## src/rtl/nfcs_pkg.sv

```systemverilog
// Shared types and command constants for the NOR flash command sequencer.
package nfcs_pkg;

    // Request actions
    localparam logic [2:0] ACT_RESET   = 3'd0;
    localparam logic [2:0] ACT_ERASE   = 3'd1;
    localparam logic [2:0] ACT_START   = 3'd2;
    localparam logic [2:0] ACT_DATA    = 3'd3;
    localparam logic [2:0] ACT_CONFIRM = 3'd4;
    localparam logic [2:0] ACT_SAMPLE  = 3'd5;
    localparam logic [2:0] ACT_TICK    = 3'd6;

    // Status report codes
    localparam logic [2:0] ST_DONE       = 3'd0;
    localparam logic [2:0] ST_BAD_SECTOR = 3'd1;
    localparam logic [2:0] ST_BUSY       = 3'd2;
    localparam logic [2:0] ST_TIMEOUT    = 3'd3;
    localparam logic [2:0] ST_SEQ_ERROR  = 3'd4;

    // Configuration register indexes
    localparam logic [1:0] CFG_BYTE_MODE     = 2'd0;
    localparam logic [1:0] CFG_PROG_TIMEOUT  = 2'd1;
    localparam logic [1:0] CFG_ERASE_TIMEOUT = 2'd2;

    // Result kinds
    localparam logic KIND_WRITE  = 1'b0;
    localparam logic KIND_STATUS = 1'b1;

    // Flash command bytes
    localparam logic [15:0] CMD_UNLOCK_A     = 16'h00AA;
    localparam logic [15:0] CMD_UNLOCK_B     = 16'h0055;
    localparam logic [15:0] CMD_ERASE_SETUP  = 16'h0080;
    localparam logic [15:0] CMD_SECTOR_ERASE = 16'h0030;
    localparam logic [15:0] CMD_WRITE_BUFFER = 16'h0025;
    localparam logic [15:0] CMD_BUF_CONFIRM  = 16'h0029;
    localparam logic [15:0] CMD_RESET        = 16'h00F0;

    // Unlock addresses for 16-bit and 8-bit bus modes
    localparam logic [23:0] UNLOCK1_WORD = 24'h000555;
    localparam logic [23:0] UNLOCK2_WORD = 24'h0002AA;
    localparam logic [23:0] UNLOCK1_BYTE = 24'h000AAA;
    localparam logic [23:0] UNLOCK2_BYTE = 24'h000555;

    localparam logic [21:0] TICK_MAX = 22'h3FFFFF;

    // Reset values of the configuration registers
    localparam logic [15:0] PROG_TIMEOUT_RST  = 16'd1200;
    localparam logic [21:0] ERASE_TIMEOUT_RST = 22'd3500000;

    typedef struct packed {
        logic [2:0]  action;
        logic [7:0]  sector_number;
        logic [24:0] target_address;
        logic [8:0]  unit_count;
        logic [15:0] data_word;
        logic [15:0] status_read;
    } req_t;

    typedef struct packed {
        logic        result_kind;
        logic [23:0] bus_address;
        logic [15:0] bus_data;
        logic [2:0]  status_code;
        logic        last_of_run;
    } rsp_t;

    typedef struct packed {
        logic        byte_mode;
        logic [15:0] prog_timeout;
        logic [21:0] erase_timeout;
    } cfg_t;

    typedef enum logic [2:0] {
        JOB_RESET,
        JOB_ERASE,
        JOB_START,
        JOB_DATA,
        JOB_CONFIRM,
        JOB_STATUS
    } job_kind_t;

    // One classified request waiting for the bus sequencer
    typedef struct packed {
        job_kind_t   kind;
        logic        byte_mode;
        logic [23:0] addr;
        logic [15:0] data;
        logic [2:0]  code;
    } job_t;

endpackage

```

## src/rtl/nfcs_front.sv

```systemverilog
// Front end: accepts requests, checks them against the flash state and queues jobs.
module nfcs_front
    import nfcs_pkg::*;
#(
    parameter int SECTOR_COUNT = 256,
    parameter int SECTOR_BYTES = 131072,
    parameter int BUFFER_UNITS = 256
)
(
    input  logic clk,
    input  logic rst_n,
    input  req_t req,
    input  logic req_valid,
    output logic req_stall,
    input  cfg_t cfg,
    input  logic queue_full,
    output logic job_push,
    output job_t job
);

    // Sector of a byte address by reciprocal multiplication (exact for 25-bit input)
    localparam int ADDR_W = 25;
    localparam int SB_LOG = $clog2(SECTOR_BYTES);
    localparam int SHIFT  = ADDR_W + SB_LOG;
    localparam longint RECIP = ((64'd1 << SHIFT) + 64'(SECTOR_BYTES) - 64'd1)
                               / 64'(SECTOR_BYTES);
    localparam int RECIP_W = ADDR_W + 1;
    localparam int QW      = 26 - SB_LOG;
    localparam int SB_W    = SB_LOG + 1;
    localparam int PROD_W  = QW + SB_W;

    localparam logic [RECIP_W-1:0] RECIP_C = RECIP_W'(RECIP);
    localparam logic [SB_W-1:0]    SB_C    = SB_W'(SECTOR_BYTES);
    localparam logic [31:0]        SC_C    = 32'(SECTOR_COUNT);
    localparam logic [8:0]         BU_C    = 9'(BUFFER_UNITS);

    logic                        valid_a_reg, valid_a_next;
    req_t                        req_a_reg;
    logic [QW-1:0]               quot_a_reg;
    logic [ADDR_W+RECIP_W-1:0]   recip_prod;
    logic                        accept, fire;

    logic                        busy_reg, busy_next;
    logic                        busy_erase_reg, busy_erase_next;
    logic [15:0]                 prev_sample_reg, prev_sample_next;
    logic                        have_prev_reg, have_prev_next;
    logic [21:0]                 elapsed_reg, elapsed_next;
    logic                        in_prog_reg, in_prog_next;
    logic [23:0]                 wr_ptr_reg, wr_ptr_next;
    logic [23:0]                 base_reg, base_next;
    logic [8:0]                  remaining_reg, remaining_next;

    logic [QW-1:0]               sec;
    logic [PROD_W-1:0]           base_prod;
    logic [23:0]                 base_calc;
    logic                        sec_bad;
    logic [21:0]                 tick_inc;
    logic [21:0]                 limit;

    // Input stage: register the request with its sector quotient
    assign req_stall    = valid_a_reg & queue_full;
    assign accept       = req_valid & ~req_stall;
    assign fire         = valid_a_reg & ~queue_full;
    assign recip_prod   = req.target_address * RECIP_C;
    assign valid_a_next = accept | (valid_a_reg & ~fire);

    always_ff @(posedge clk or negedge rst_n)
    begin
        if (!rst_n)
        begin
            valid_a_reg <= 1'b0;
        end
        else
        begin
            valid_a_reg <= valid_a_next;
        end
    end

    always_ff @(posedge clk)
    begin
        if (accept)
        begin
            req_a_reg  <= req;
            quot_a_reg <= recip_prod[SHIFT +: QW];
        end
    end

    // Sector range and base word address
    assign sec       = (req_a_reg.action == ACT_ERASE) ?
                       QW'(req_a_reg.sector_number) : quot_a_reg;
    assign sec_bad   = 32'(sec) >= SC_C;
    assign base_prod = PROD_W'(sec) * PROD_W'(SB_C);
    assign base_calc = 24'(base_prod >> 1);
    assign tick_inc  = (elapsed_reg < TICK_MAX) ? elapsed_reg + 22'd1 : elapsed_reg;
    assign limit     = busy_erase_reg ? cfg.erase_timeout : {6'd0, cfg.prog_timeout};

    // Classification and state update
    always_comb
    begin
        busy_next       = busy_reg;
        busy_erase_next = busy_erase_reg;
        prev_sample_next = prev_sample_reg;
        have_prev_next  = have_prev_reg;
        elapsed_next    = elapsed_reg;
        in_prog_next    = in_prog_reg;
        wr_ptr_next     = wr_ptr_reg;
        base_next       = base_reg;
        remaining_next  = remaining_reg;
        job_push        = 1'b0;
        job.kind        = JOB_STATUS;
        job.byte_mode   = cfg.byte_mode;
        job.addr        = 24'd0;
        job.data        = 16'd0;
        job.code        = ST_DONE;

        if (fire)
        begin
            case (req_a_reg.action)
                ACT_RESET:
                begin
                    job_push        = 1'b1;
                    job.kind        = JOB_RESET;
                    busy_next       = 1'b0;
                    busy_erase_next = 1'b0;
                    have_prev_next  = 1'b0;
                    elapsed_next    = 22'd0;
                    in_prog_next    = 1'b0;
                    remaining_next  = 9'd0;
                end
                ACT_ERASE:
                begin
                    job_push = 1'b1;
                    if (sec_bad)
                        job.code = ST_BAD_SECTOR;
                    else if (busy_reg)
                        job.code = ST_BUSY;
                    else if (in_prog_reg)
                        job.code = ST_SEQ_ERROR;
                    else
                    begin
                        job.kind        = JOB_ERASE;
                        job.addr        = base_calc;
                        busy_next       = 1'b1;
                        busy_erase_next = 1'b1;
                        elapsed_next    = 22'd0;
                        have_prev_next  = 1'b0;
                    end
                end
                ACT_START:
                begin
                    job_push = 1'b1;
                    if (sec_bad)
                        job.code = ST_BAD_SECTOR;
                    else if (busy_reg)
                        job.code = ST_BUSY;
                    else if (in_prog_reg)
                        job.code = ST_SEQ_ERROR;
                    else if (req_a_reg.unit_count == 9'd0 || req_a_reg.unit_count > BU_C)
                        job.code = ST_SEQ_ERROR;
                    else
                    begin
                        job.kind       = JOB_START;
                        job.addr       = base_calc;
                        job.data       = {7'd0, req_a_reg.unit_count - 9'd1};
                        base_next      = base_calc;
                        wr_ptr_next    = req_a_reg.target_address[24:1];
                        remaining_next = req_a_reg.unit_count;
                        in_prog_next   = 1'b1;
                    end
                end
                ACT_DATA:
                begin
                    job_push = 1'b1;
                    if (!in_prog_reg || remaining_reg == 9'd0)
                        job.code = ST_SEQ_ERROR;
                    else
                    begin
                        job.kind       = JOB_DATA;
                        job.addr       = wr_ptr_reg;
                        job.data       = req_a_reg.data_word;
                        wr_ptr_next    = wr_ptr_reg + 24'd1;
                        remaining_next = remaining_reg - 9'd1;
                    end
                end
                ACT_CONFIRM:
                begin
                    job_push = 1'b1;
                    if (!in_prog_reg || remaining_reg != 9'd0)
                        job.code = ST_SEQ_ERROR;
                    else
                    begin
                        job.kind        = JOB_CONFIRM;
                        job.addr        = base_reg;
                        in_prog_next    = 1'b0;
                        busy_next       = 1'b1;
                        busy_erase_next = 1'b0;
                        elapsed_next    = 22'd0;
                        have_prev_next  = 1'b0;
                    end
                end
                ACT_SAMPLE:
                begin
                    job_push = 1'b1;
                    if (!busy_reg)
                        job.code = ST_DONE;
                    else if (have_prev_reg && req_a_reg.status_read == prev_sample_reg)
                    begin
                        job.code       = ST_DONE;
                        busy_next      = 1'b0;
                        have_prev_next = 1'b0;
                    end
                    else
                    begin
                        job.code         = ST_BUSY;
                        prev_sample_next = req_a_reg.status_read;
                        have_prev_next   = 1'b1;
                    end
                end
                ACT_TICK:
                begin
                    if (busy_reg)
                    begin
                        elapsed_next = tick_inc;
                        if (tick_inc >= limit)
                        begin
                            job_push       = 1'b1;
                            job.code       = ST_TIMEOUT;
                            busy_next      = 1'b0;
                            have_prev_next = 1'b0;
                        end
                    end
                end
                default:
                begin
                    job_push = 1'b0;
                end
            endcase
        end
    end

    always_ff @(posedge clk or negedge rst_n)
    begin
        if (!rst_n)
        begin
            busy_reg        <= 1'b0;
            busy_erase_reg  <= 1'b0;
            prev_sample_reg <= 16'd0;
            have_prev_reg   <= 1'b0;
            elapsed_reg     <= 22'd0;
            in_prog_reg     <= 1'b0;
            wr_ptr_reg      <= 24'd0;
            base_reg        <= 24'd0;
            remaining_reg   <= 9'd0;
        end
        else
        begin
            busy_reg        <= busy_next;
            busy_erase_reg  <= busy_erase_next;
            prev_sample_reg <= prev_sample_next;
            have_prev_reg   <= have_prev_next;
            elapsed_reg     <= elapsed_next;
            in_prog_reg     <= in_prog_next;
            wr_ptr_reg      <= wr_ptr_next;
            base_reg        <= base_next;
            remaining_reg   <= remaining_next;
        end
    end

endmodule

```

## src/rtl/nfcs_queue.sv

```systemverilog
// Short job queue between the request front end and the bus sequencer.
module nfcs_queue
    import nfcs_pkg::*;
(
    input  logic clk,
    input  logic rst_n,
    input  logic push,
    input  job_t push_job,
    output logic full,
    output logic head_valid,
    output job_t head,
    input  logic pop
);

    localparam int DEPTH = 4;
    localparam int PTR_W = $clog2(DEPTH);

    job_t               entry_reg [DEPTH];
    logic [PTR_W-1:0]   wr_ptr_reg, wr_ptr_next;
    logic [PTR_W-1:0]   rd_ptr_reg, rd_ptr_next;
    logic [PTR_W:0]     count_reg, count_next;
    logic               do_push, do_pop;

    assign full       = count_reg == (PTR_W+1)'(DEPTH);
    assign head_valid = count_reg != '0;
    assign head       = entry_reg[rd_ptr_reg];
    assign do_push    = push & ~full;
    assign do_pop     = pop & head_valid;

    // Pointer and fill count update
    always_comb
    begin
        wr_ptr_next = do_push ? wr_ptr_reg + 1'b1 : wr_ptr_reg;
        rd_ptr_next = do_pop ? rd_ptr_reg + 1'b1 : rd_ptr_reg;
        count_next  = count_reg;
        if (do_push && !do_pop)
            count_next = count_reg + 1'b1;
        else if (do_pop && !do_push)
            count_next = count_reg - 1'b1;
    end

    always_ff @(posedge clk or negedge rst_n)
    begin
        if (!rst_n)
        begin
            wr_ptr_reg <= '0;
            rd_ptr_reg <= '0;
            count_reg  <= '0;
        end
        else
        begin
            wr_ptr_reg <= wr_ptr_next;
            rd_ptr_reg <= rd_ptr_next;
            count_reg  <= count_next;
        end
    end

    // Storage
    always_ff @(posedge clk)
    begin
        if (do_push)
            entry_reg[wr_ptr_reg] <= push_job;
    end

endmodule

```

## src/rtl/nfcs_back.sv

```systemverilog
// Bus sequencer: expands each queued job into flash bus writes or a status report.
module nfcs_back
    import nfcs_pkg::*;
(
    input  logic clk,
    input  logic rst_n,
    input  logic head_valid,
    input  job_t head,
    output logic pop,
    output rsp_t rsp,
    output logic rsp_valid,
    input  logic rsp_stall
);

    logic [2:0]  step_reg, step_next;
    logic        out_valid_reg, out_valid_next;
    rsp_t        out_reg;
    rsp_t        cur;
    logic        last;
    logic        load;
    logic [23:0] unlock1, unlock2;

    assign unlock1 = head.byte_mode ? UNLOCK1_BYTE : UNLOCK1_WORD;
    assign unlock2 = head.byte_mode ? UNLOCK2_BYTE : UNLOCK2_WORD;

    // Result for the current step of the head job
    always_comb
    begin
        cur.result_kind = KIND_WRITE;
        cur.bus_address = 24'd0;
        cur.bus_data    = 16'd0;
        cur.status_code = ST_DONE;
        last            = 1'b1;
        case (head.kind)
            JOB_RESET:
            begin
                cur.bus_data = CMD_RESET;
            end
            JOB_ERASE:
            begin
                last = step_reg == 3'd5;
                case (step_reg)
                    3'd0:
                    begin
                        cur.bus_address = unlock1;
                        cur.bus_data    = CMD_UNLOCK_A;
                    end
                    3'd1:
                    begin
                        cur.bus_address = unlock2;
                        cur.bus_data    = CMD_UNLOCK_B;
                    end
                    3'd2:
                    begin
                        cur.bus_address = unlock1;
                        cur.bus_data    = CMD_ERASE_SETUP;
                    end
                    3'd3:
                    begin
                        cur.bus_address = unlock1;
                        cur.bus_data    = CMD_UNLOCK_A;
                    end
                    3'd4:
                    begin
                        cur.bus_address = unlock2;
                        cur.bus_data    = CMD_UNLOCK_B;
                    end
                    default:
                    begin
                        cur.bus_address = head.addr;
                        cur.bus_data    = CMD_SECTOR_ERASE;
                    end
                endcase
            end
            JOB_START:
            begin
                last = step_reg == 3'd3;
                case (step_reg)
                    3'd0:
                    begin
                        cur.bus_address = unlock1;
                        cur.bus_data    = CMD_UNLOCK_A;
                    end
                    3'd1:
                    begin
                        cur.bus_address = unlock2;
                        cur.bus_data    = CMD_UNLOCK_B;
                    end
                    3'd2:
                    begin
                        cur.bus_address = head.addr;
                        cur.bus_data    = CMD_WRITE_BUFFER;
                    end
                    default:
                    begin
                        cur.bus_address = head.addr;
                        cur.bus_data    = head.data;
                    end
                endcase
            end
            JOB_DATA:
            begin
                cur.bus_address = head.addr;
                cur.bus_data    = head.data;
            end
            JOB_CONFIRM:
            begin
                cur.bus_address = head.addr;
                cur.bus_data    = CMD_BUF_CONFIRM;
            end
            JOB_STATUS:
            begin
                cur.result_kind = KIND_STATUS;
                cur.status_code = head.code;
            end
            default:
            begin
                cur.result_kind = KIND_STATUS;
                cur.status_code = head.code;
            end
        endcase
        cur.last_of_run = last;
    end

    // Output register handshake
    assign load           = head_valid & (~out_valid_reg | ~rsp_stall);
    assign pop            = load & last;
    assign step_next      = load ? (last ? 3'd0 : step_reg + 3'd1) : step_reg;
    assign out_valid_next = load | (out_valid_reg & rsp_stall);

    always_ff @(posedge clk or negedge rst_n)
    begin
        if (!rst_n)
        begin
            step_reg      <= 3'd0;
            out_valid_reg <= 1'b0;
        end
        else
        begin
            step_reg      <= step_next;
            out_valid_reg <= out_valid_next;
        end
    end

    always_ff @(posedge clk)
    begin
        if (load)
            out_reg <= cur;
    end

    assign rsp       = out_reg;
    assign rsp_valid = out_valid_reg;

endmodule

```

## src/rtl/nor_flash_command_sequencer.sv

```systemverilog
// Top level of the NOR flash command sequencer: configuration registers and the three parts.
//
// Requests arrive on req/req_valid/req_stall; one item is one request (reset, erase,
// buffer program start/data/confirm, status sample or tick). Results leave on
// rsp/rsp_valid/rsp_stall: each is a flash bus write or a status report, and
// last_of_run marks the final result of a request. A tick while idle gives nothing.
// The front end registers a request, then checks it against the flash state and
// queues a job (four deep); the bus sequencer expands each job into results.
// The first result of a request passes the input register, the queue and the output
// register. Throughput: one result per cycle from the output register while rsp_stall
// is low; an erase gives six results, a program start four and any other job one.
// Requests keep being accepted while the queue has room. When the receiver stalls,
// the output item holds, the queue fills and then req_stall rises. Reset clears busy
// and program state and loads the configuration defaults (16-bit bus unlock addresses,
// 1200 program ticks, 3500000 erase ticks). Configuration is written through
// cfg_write/cfg_index/cfg_data, by the user only while idle; the block does not enforce it.
module nor_flash_command_sequencer
    import nfcs_pkg::*;
#(
    parameter int SECTOR_COUNT = 256,
    parameter int SECTOR_BYTES = 131072,
    parameter int BUFFER_UNITS = 256
)
(
    input  logic        clk,
    input  logic        rst_n,
    input  req_t        req,
    input  logic        req_valid,
    output logic        req_stall,
    output rsp_t        rsp,
    output logic        rsp_valid,
    input  logic        rsp_stall,
    input  logic        cfg_write,
    input  logic [1:0]  cfg_index,
    input  logic [21:0] cfg_data
);

    cfg_t cfg_reg, cfg_next;
    logic queue_full;
    logic job_push;
    job_t job;
    logic head_valid;
    job_t head;
    logic pop;

    // Configuration registers
    always_comb
    begin
        cfg_next = cfg_reg;
        if (cfg_write)
        begin
            case (cfg_index)
                CFG_BYTE_MODE:     cfg_next.byte_mode     = cfg_data[0];
                CFG_PROG_TIMEOUT:  cfg_next.prog_timeout  = cfg_data[15:0];
                CFG_ERASE_TIMEOUT: cfg_next.erase_timeout = cfg_data;
                default:           cfg_next = cfg_reg;
            endcase
        end
    end

    always_ff @(posedge clk or negedge rst_n)
    begin
        if (!rst_n)
        begin
            cfg_reg.byte_mode     <= 1'b0;
            cfg_reg.prog_timeout  <= PROG_TIMEOUT_RST;
            cfg_reg.erase_timeout <= ERASE_TIMEOUT_RST;
        end
        else
        begin
            cfg_reg <= cfg_next;
        end
    end

    nfcs_front #(
        .SECTOR_COUNT (SECTOR_COUNT),
        .SECTOR_BYTES (SECTOR_BYTES),
        .BUFFER_UNITS (BUFFER_UNITS)
    ) u_front (
        .clk        (clk),
        .rst_n      (rst_n),
        .req        (req),
        .req_valid  (req_valid),
        .req_stall  (req_stall),
        .cfg        (cfg_reg),
        .queue_full (queue_full),
        .job_push   (job_push),
        .job        (job)
    );

    nfcs_queue u_queue (
        .clk        (clk),
        .rst_n      (rst_n),
        .push       (job_push),
        .push_job   (job),
        .full       (queue_full),
        .head_valid (head_valid),
        .head       (head),
        .pop        (pop)
    );

    nfcs_back u_back (
        .clk        (clk),
        .rst_n      (rst_n),
        .head_valid (head_valid),
        .head       (head),
        .pop        (pop),
        .rsp        (rsp),
        .rsp_valid  (rsp_valid),
        .rsp_stall  (rsp_stall)
    );

endmodule
```

## config.mk

```make
export PLATFORM = sky130hd
export DESIGN_NAME = nor_flash_command_sequencer
export DESIGN_NICKNAME = d
export VERILOG_FILES = /design/src/rtl/nfcs_pkg.sv /design/src/rtl/nfcs_front.sv /design/src/rtl/nfcs_queue.sv /design/src/rtl/nfcs_back.sv /design/src/rtl/nor_flash_command_sequencer.sv
export SDC_FILE = /design/constraint.sdc
export NUM_CORES = 1
export LEC_CHECK = 0
export BUFFER_PORTS_ARGS = -buffer_cell sky130_fd_sc_hd__buf_4
export CELL_PAD_IN_SITES_DETAIL_PLACEMENT = 1
export CELL_PAD_IN_SITES_GLOBAL_PLACEMENT = 1
export CORE_MARGIN = 5
export CORE_UTILIZATION = 35
export DETAILED_ROUTE_END_ITERATION = 10
export GPL_ROUTABILITY_DRIVEN = 0
export GPL_TIMING_DRIVEN = 0
export HOLD_SLACK_MARGIN = 0.15
export PLACE_DENSITY_LB_ADDON = 0.1
export SYNTH_ARGS = -nofsm -noshare
export SYNTH_HDL_FRONTEND = slang
export SYNTH_SLANG_ARGS = --single-unit
```

## constraint.sdc

```tcl
create_clock -name clk -period 10.7 [get_ports clk]
set_clock_uncertainty 0.15 [all_clocks]
set_input_delay 2.14 -clock clk [delete_from_list [all_inputs] [get_ports clk]]
set_output_delay 2.14 -clock clk [all_outputs]
set_load 0.1 [all_outputs]
```

[Word level (Yosys, flattened, before mapping)]
Memory sizes are Yosys's and may differ from the RTL's.
Index checks and enable logic that the tools add are counted.
Operators by class
  reduce and logical (&&, ||, !) cells: 41
  bitwise logic cells: 22
  equality and inequality tests: 31
  multiplexer cells: 101
  magnitude comparators: 4
  add/subtract/negate cells: 9
Operator list (count)
  $pmux 40 s3: 2
  $mux 24: 9
  $mux 40: 5
  $mux 22: 7
  $pmux 24 s4: 1
  $pmux 22 s4: 1
  $pmux 16 s5: 1
  $pmux 24 s3: 1
  $mux 3: 23
  $pmux 24 s2: 1
  $mux 9: 5
  $mux 43: 1
  $pmux 16 s2: 1
  $mux 1: 29
  $pmux 9 s3: 1
  $add 24x1->24 const B: 1
  $add 22x1->22 const B: 1
  $ge 22x22->1: 1
  $lt 22x22->1 const B: 1
  $eq 3x3->1 const B: 7
  $reduce_and 7->1: 3
  $eq 3x2->1 const B: 6
  $logic_not 9->1: 2
  $ne 2x2->1 const B: 9
  41 further kinds: 89
Word-level totals
  logic and storage cells: 239
  memories kept: 1
  bits in writable memories: 188
  input bits: 106
  output and inout bits: 47
  register bits after elaboration: 264
Memories
  u_queue.entry_reg: words 4, bits a word 47, rd ports 1, clocked after memory_dff 0, write ports 1, line nfcs_queue.sv:18  | job_t entry_reg [DEPTH];

[Logic depth before layout (Yosys ltp)]
  depth in word-level cells: 12
  depth in mapped cells: 21
  depth with buffers taken out: 20

[Cells and area by module]
A second synthesis with hierarchy kept.
Unflattened totals
  cell total of the unflattened synthesis: 1421
  area total of the unflattened synthesis: 19956.6 sq um
By module, submodules not included
  nfcs_front: sequential area each 4384.2 sq um, instances 1, cells an instance 867, area an instance 8734.6 sq um
  nfcs_queue: sequential area each 5820.6 sq um, instances 1, cells an instance 281, area an instance 7219.4 sq um
  nfcs_back: sequential area each 1451.4 sq um, instances 1, cells an instance 189, area an instance 2448.6 sq um
  nor_flash_command_sequencer: sequential area each 996.0 sq um, instances 1, cells an instance 84, area an instance 1554.0 sq um

[Least setup slack after synthesis]
Ideal clock, no wire load.
  kind: register to register
  start: register u_front.elapsed_reg[16]
  end: memory u_queue.entry_reg[0][0] (netlist name), enable pin
  buffers on the path: 2
  path slack: 3.227 ns
  data required time: 10.027 ns
  arrival: 6.800 ns
  period minus slack after synthesis: 7.473 ns
  library setup time: 0.523 ns
  stages on the path, launching flop included: 14
  cell sequence: dfrtp_1 clkbuf_1 and4_1 and3_1 clkbuf_1 nor3_1 nand3_1 xnor2_1 ha_1 nand4_1 or4_1 o21ai_0 o21ai_0 a21boi_0
Between the ends
  word-level cells in the longest chain between the ends: 10
  elaborated cells on any way between the ends: 11
  classes of those cells: 1 x add/sub; 2 x order compare; 7 x mux; 1 x bitwise
RTL lines
  start, declared: line nfcs_front.sv:47  | logic [21:0] elapsed_reg, elapsed_next;
  start signal, assigned: line nfcs_front.sv:261  | elapsed_reg <= elapsed_next;
  $add 22x1->22 or $lt 22x22->1 (tied branches): line nfcs_front.sv:94  | assign tick_inc = (elapsed_reg < TICK_MAX) ? elapsed_reg + 22'd1 : elapsed_reg;
  $mux 22 *: line nfcs_front.sv:94
  $ge 22x22->1 *: line nfcs_front.sv:224  | if (tick_inc >= limit)
  $mux 1 *: line nfcs_front.sv:224
  $mux 1 *: line nfcs_front.sv:221  | if (busy_reg)
  $pmux 1 s2 *: line nfcs_front.sv:118  | case (req_a_reg.action)
  $mux 1 *: line nfcs_front.sv:116  | if (fire)
  $and 1x1->1 *: line nfcs_queue.sv:27  | assign do_push = push & ~full;
  $mux 1 *: line nfcs_queue.sv:61  | if (do_push)
  $mux 1 (not written as such) *: line nfcs_queue.sv:62  | entry_reg[wr_ptr_reg] <= push_job;
  end, declared: line nfcs_queue.sv:18
Every way passes the cells marked *; elsewhere a longest branch is shown, timed or not.

[Worst setup path after layout]
  start: register u_front.elapsed_reg[16]
  end: memory u_queue.entry_reg[3][17] (netlist name), enable pin
The elaborated chain is that of the path after synthesis.

==> flow_metrics.py <==
metrics = {
    "run_status": {
        "status": "finished, final reports clean",
    },
    "sta": {
        "fin_crit_sh": 0.5444,
        "worst_pin_slew_ns": 1.279,
        "drv_slew": 0,
        "finalSetupViolCount": 0,
        "period_needed_ns": 5.825,
        "whs_ns": 0.3390,
        "fmax_mhz": 171.7,
        "rsz0062_at_grt": "false",
        "timing.final.ws_setup_ns": 4.875,
        "slew_headroom": 0.1405,
        "hold_viol": 0,
    },
    "floorplanning": {
        "start_util": 0.3518,
        "die_area_sq_um": 61200,
        "die_w_um": 247.4,
        "ios": 153,
        "die_h_um": 247.4,
        "num_rows": 87,
        "fp.coreArea_sq_um": 56060,
    },
    "routing": {
        "drc": 0,
        "vias": 12608,
        "drtAntennaViolNets": 0,
        "wl_per_cell_um": 21.52,
        "firstDrtPassIters": 5,
        "drt_wl_total_um": 52630,
        "dr.first_iter.drc_count": 646,
        "viasPerCell": 5.157,
    },
    "yosys": {
        "synth_cell_types": 78,
        "postSynthCellCount": 1434,
        "avgSynthCellArea_sq_um": 13.75,
        "async_flop_share": 0.3025,
        "synth_edf_count": 309,
        "synth_area_sq_um": 19720,
        "ys_top_cells_by_area": "edfxtp_1 (47%), dfrtp_1 (15%), mux4_2 (5.4%)",
        "synth.top_cell.area_share": 0.4704,
        "synth_area_leader_cell": "edfxtp_1",
        "synth-seq-cells": 443,
        "ys_seq_area_frac": 0.6415,
        "yosysWarnings": 0,
        "synth_fp_nets": 1577,
        "synth_ff_type": "edfxtp_1",
    },
    "clocking": {
        "clockRootBuffer": "clkbuf_16",
        "cts_buffer_depth": 3,
        "h-tree-depth": 2,
        "cts_tree": "built",
        "clkSlewWorstSetupHoldPaths_ns": 0.06,
        "clk_latency_ns": 0.58,
        "numCtsBuffers": 50,
        "cts_resized": 0,
        "cts_hold_buf": 0,
        "cts.sinks": 443,
        "post-cts-setup-buffer-count": 0,
    },
    "finish": {
        "layout_commonest_cell": "edfxtp_1",
        "fillCellCount": 5770,
        "fin_area_sq_um": 23720,
        "insertedDiodeCount": 0,
        "drive_above_1_share": 0.2351,
        "area_growth_pct": 20.26,
        "layout_common_cells": "edfxtp_1 (309), buf_4 (151), dfrtp_1 (118)",
        "fin_nets": 1792,
        "largest_reg_flops": 188,
    },
    "pwr": {
        "power_leakage_uw": 0.008867,
        "powerDensity_nw_per_um2": 277.1,
        "ir_worst_vdd_mv": 0.1996,
    },
    "global_route": {
        "antenna_found_initial": 0,
        "grt_usage": 0.1713,
        "grt.overflow.total": 0,
        "grt_max_degree": 73,
        "grt_pass1_vias": 13724,
        "grt_pass1_wl_um": 81080,
    },
    "worst_setup_path": {
        "worst-path-max-fanout": 19,
        "crit_arrival_ns": 5.96,
        "path_cells": "clkbuf_1, and4_1, and3_1, clkbuf_1, nor3_1, nand3_1, xnor2_1, ha_1, nand4_1, or4_1, o21ai_0, o21ai_1, a21boi_4, buf_16, buf_16",
        "cp-end-kind": "flip-flop",
        "startpoint_type": "flip-flop",
        "crit_buf_inv": 4,
        "cpLargestDelayFamily": "simple AND/OR/NAND/NOR gates",
        "crit_path_max_incr_delay_ns": 0.76,
        "crit_type": "reg2reg",
        "slowest_stage": "nor3_1",
        "required_ns": 10.84,
    },
    "placed_design": {
        "place_area_sq_um": 22150,
        "port-buffer-count": 151,
        "place_ws_ns": 4.863,
        "dp_hpwl_um": 37810,
    },
    "worst_hold_path": {
        "hp-class": "reg2reg",
    },
    "flow_run": {
        "cap_violations": 0,
    },
}
[final cells by class]
class,instances,area [sq um],area share
buffer,69,294.0,0.01240
multi-input combinational,880,6673,0.2813
inverter,42,157.7,0.006646
sequential,443,12650,0.5334
clock inverter,20,158.9,0.006699
clock buffer,72,1416,0.05971
tap,756,945.9,0.03988
timing repair buffer,163,1423,0.05997
[power breakdown]
part	switching [uW]	leakage, uW	internal, uW
clock	687	0.000755	966
sequential	213	0.00460	2310
combinational	1610	0.00352	791
[Yosys cell counts (all sizes together), types with 3 or more instances]
library cell and instances:
a211oi 5, a21boi 7, a21o 4, a21oi 81, a222oi 8, a22oi 13
a2bb2oi 10, a311oi 3, a31oi 16, a32oi 5, and2 31, and2b 3
and3 25, and4 5, buf 20, clkbuf 49, dfrtp 118, dfstp 16
edfxtp 309, ha 36, inv 42, mux2 58, mux2i 25, mux4 47
nand2 95, nand2b 10, nand3 36, nand4 15, nor2 69, nor2b 18
nor3 19, nor3b 6, nor4 9, o211ai 3, o21a 8, o21ai 94
o22ai 18, o31ai 9, or2 7, or3 8, xnor2 20, xor2 27
[per-layer routing]
layer | GRT usage | wire length [um] | up-vias
li1 | - | - | 5886
met1 | 0.2290 | 23600 | 6447
met2 | 0.2947 | 26210 | 210
met3 | 0.02498 | 1754 | 65
met4 | 0.04488 | 1062 | 0
met5 | 0 | 0 | -
[worst paths after layout]
path                                         start  depth (start not counted)  slack, ns                        to
hold / removal                u_front.base_reg[19]                          2       0.34      u_front.base_reg[19]
setup / recovery           u_front.elapsed_reg[16]                         15       4.87  u_queue.entry_reg[3][17]
min in group asynchronous                    rst_n                          1       1.44               cfg_reg[36]
max in group asynchronous                    rst_n                          2       8.13               cfg_reg[26]
setup reg to reg           u_front.elapsed_reg[16]                         15       4.87  u_queue.entry_reg[3][17]
hold reg to reg               u_front.base_reg[19]                          2       0.34      u_front.base_reg[19]
[tightest hold or removal path: stages, from the launching register on]
cell     delay (ns)
dfrtp_1        0.35
nand2_1        0.05
o21ai_0        0.06
[metrics by stage]
step / instances / power (uW) / setup TNS, ns / util
after floorplan: 1434 / 4252 / 0 / -
after global placement: 2341 / 4934 / -167.40 / 0.3889
after detailed placement: 2353 / 4995 / 0 / 0.3950
after CTS: 2445 / 6683 / 0 / 0.4231
after global routing: 2445 / 6934 / 0 / 0.4231
final: 2445 / 6573 / 0 / 0.4231
[cell families after synthesis]
| family | synth area share |
|---|---|
| xor gates and xnor gates | 0.02087 |
| AOI/OAI and AO/OA | 0.09757 |
| adders and majority gates | 0.02385 |
| DFF | 0.6415 |
| buffers and inverters | 0.02290 |
| muxes | 0.09947 |
| and+or+nand+nor | 0.09388 |
Note: power is estimated with default switching activity, not from simulation.
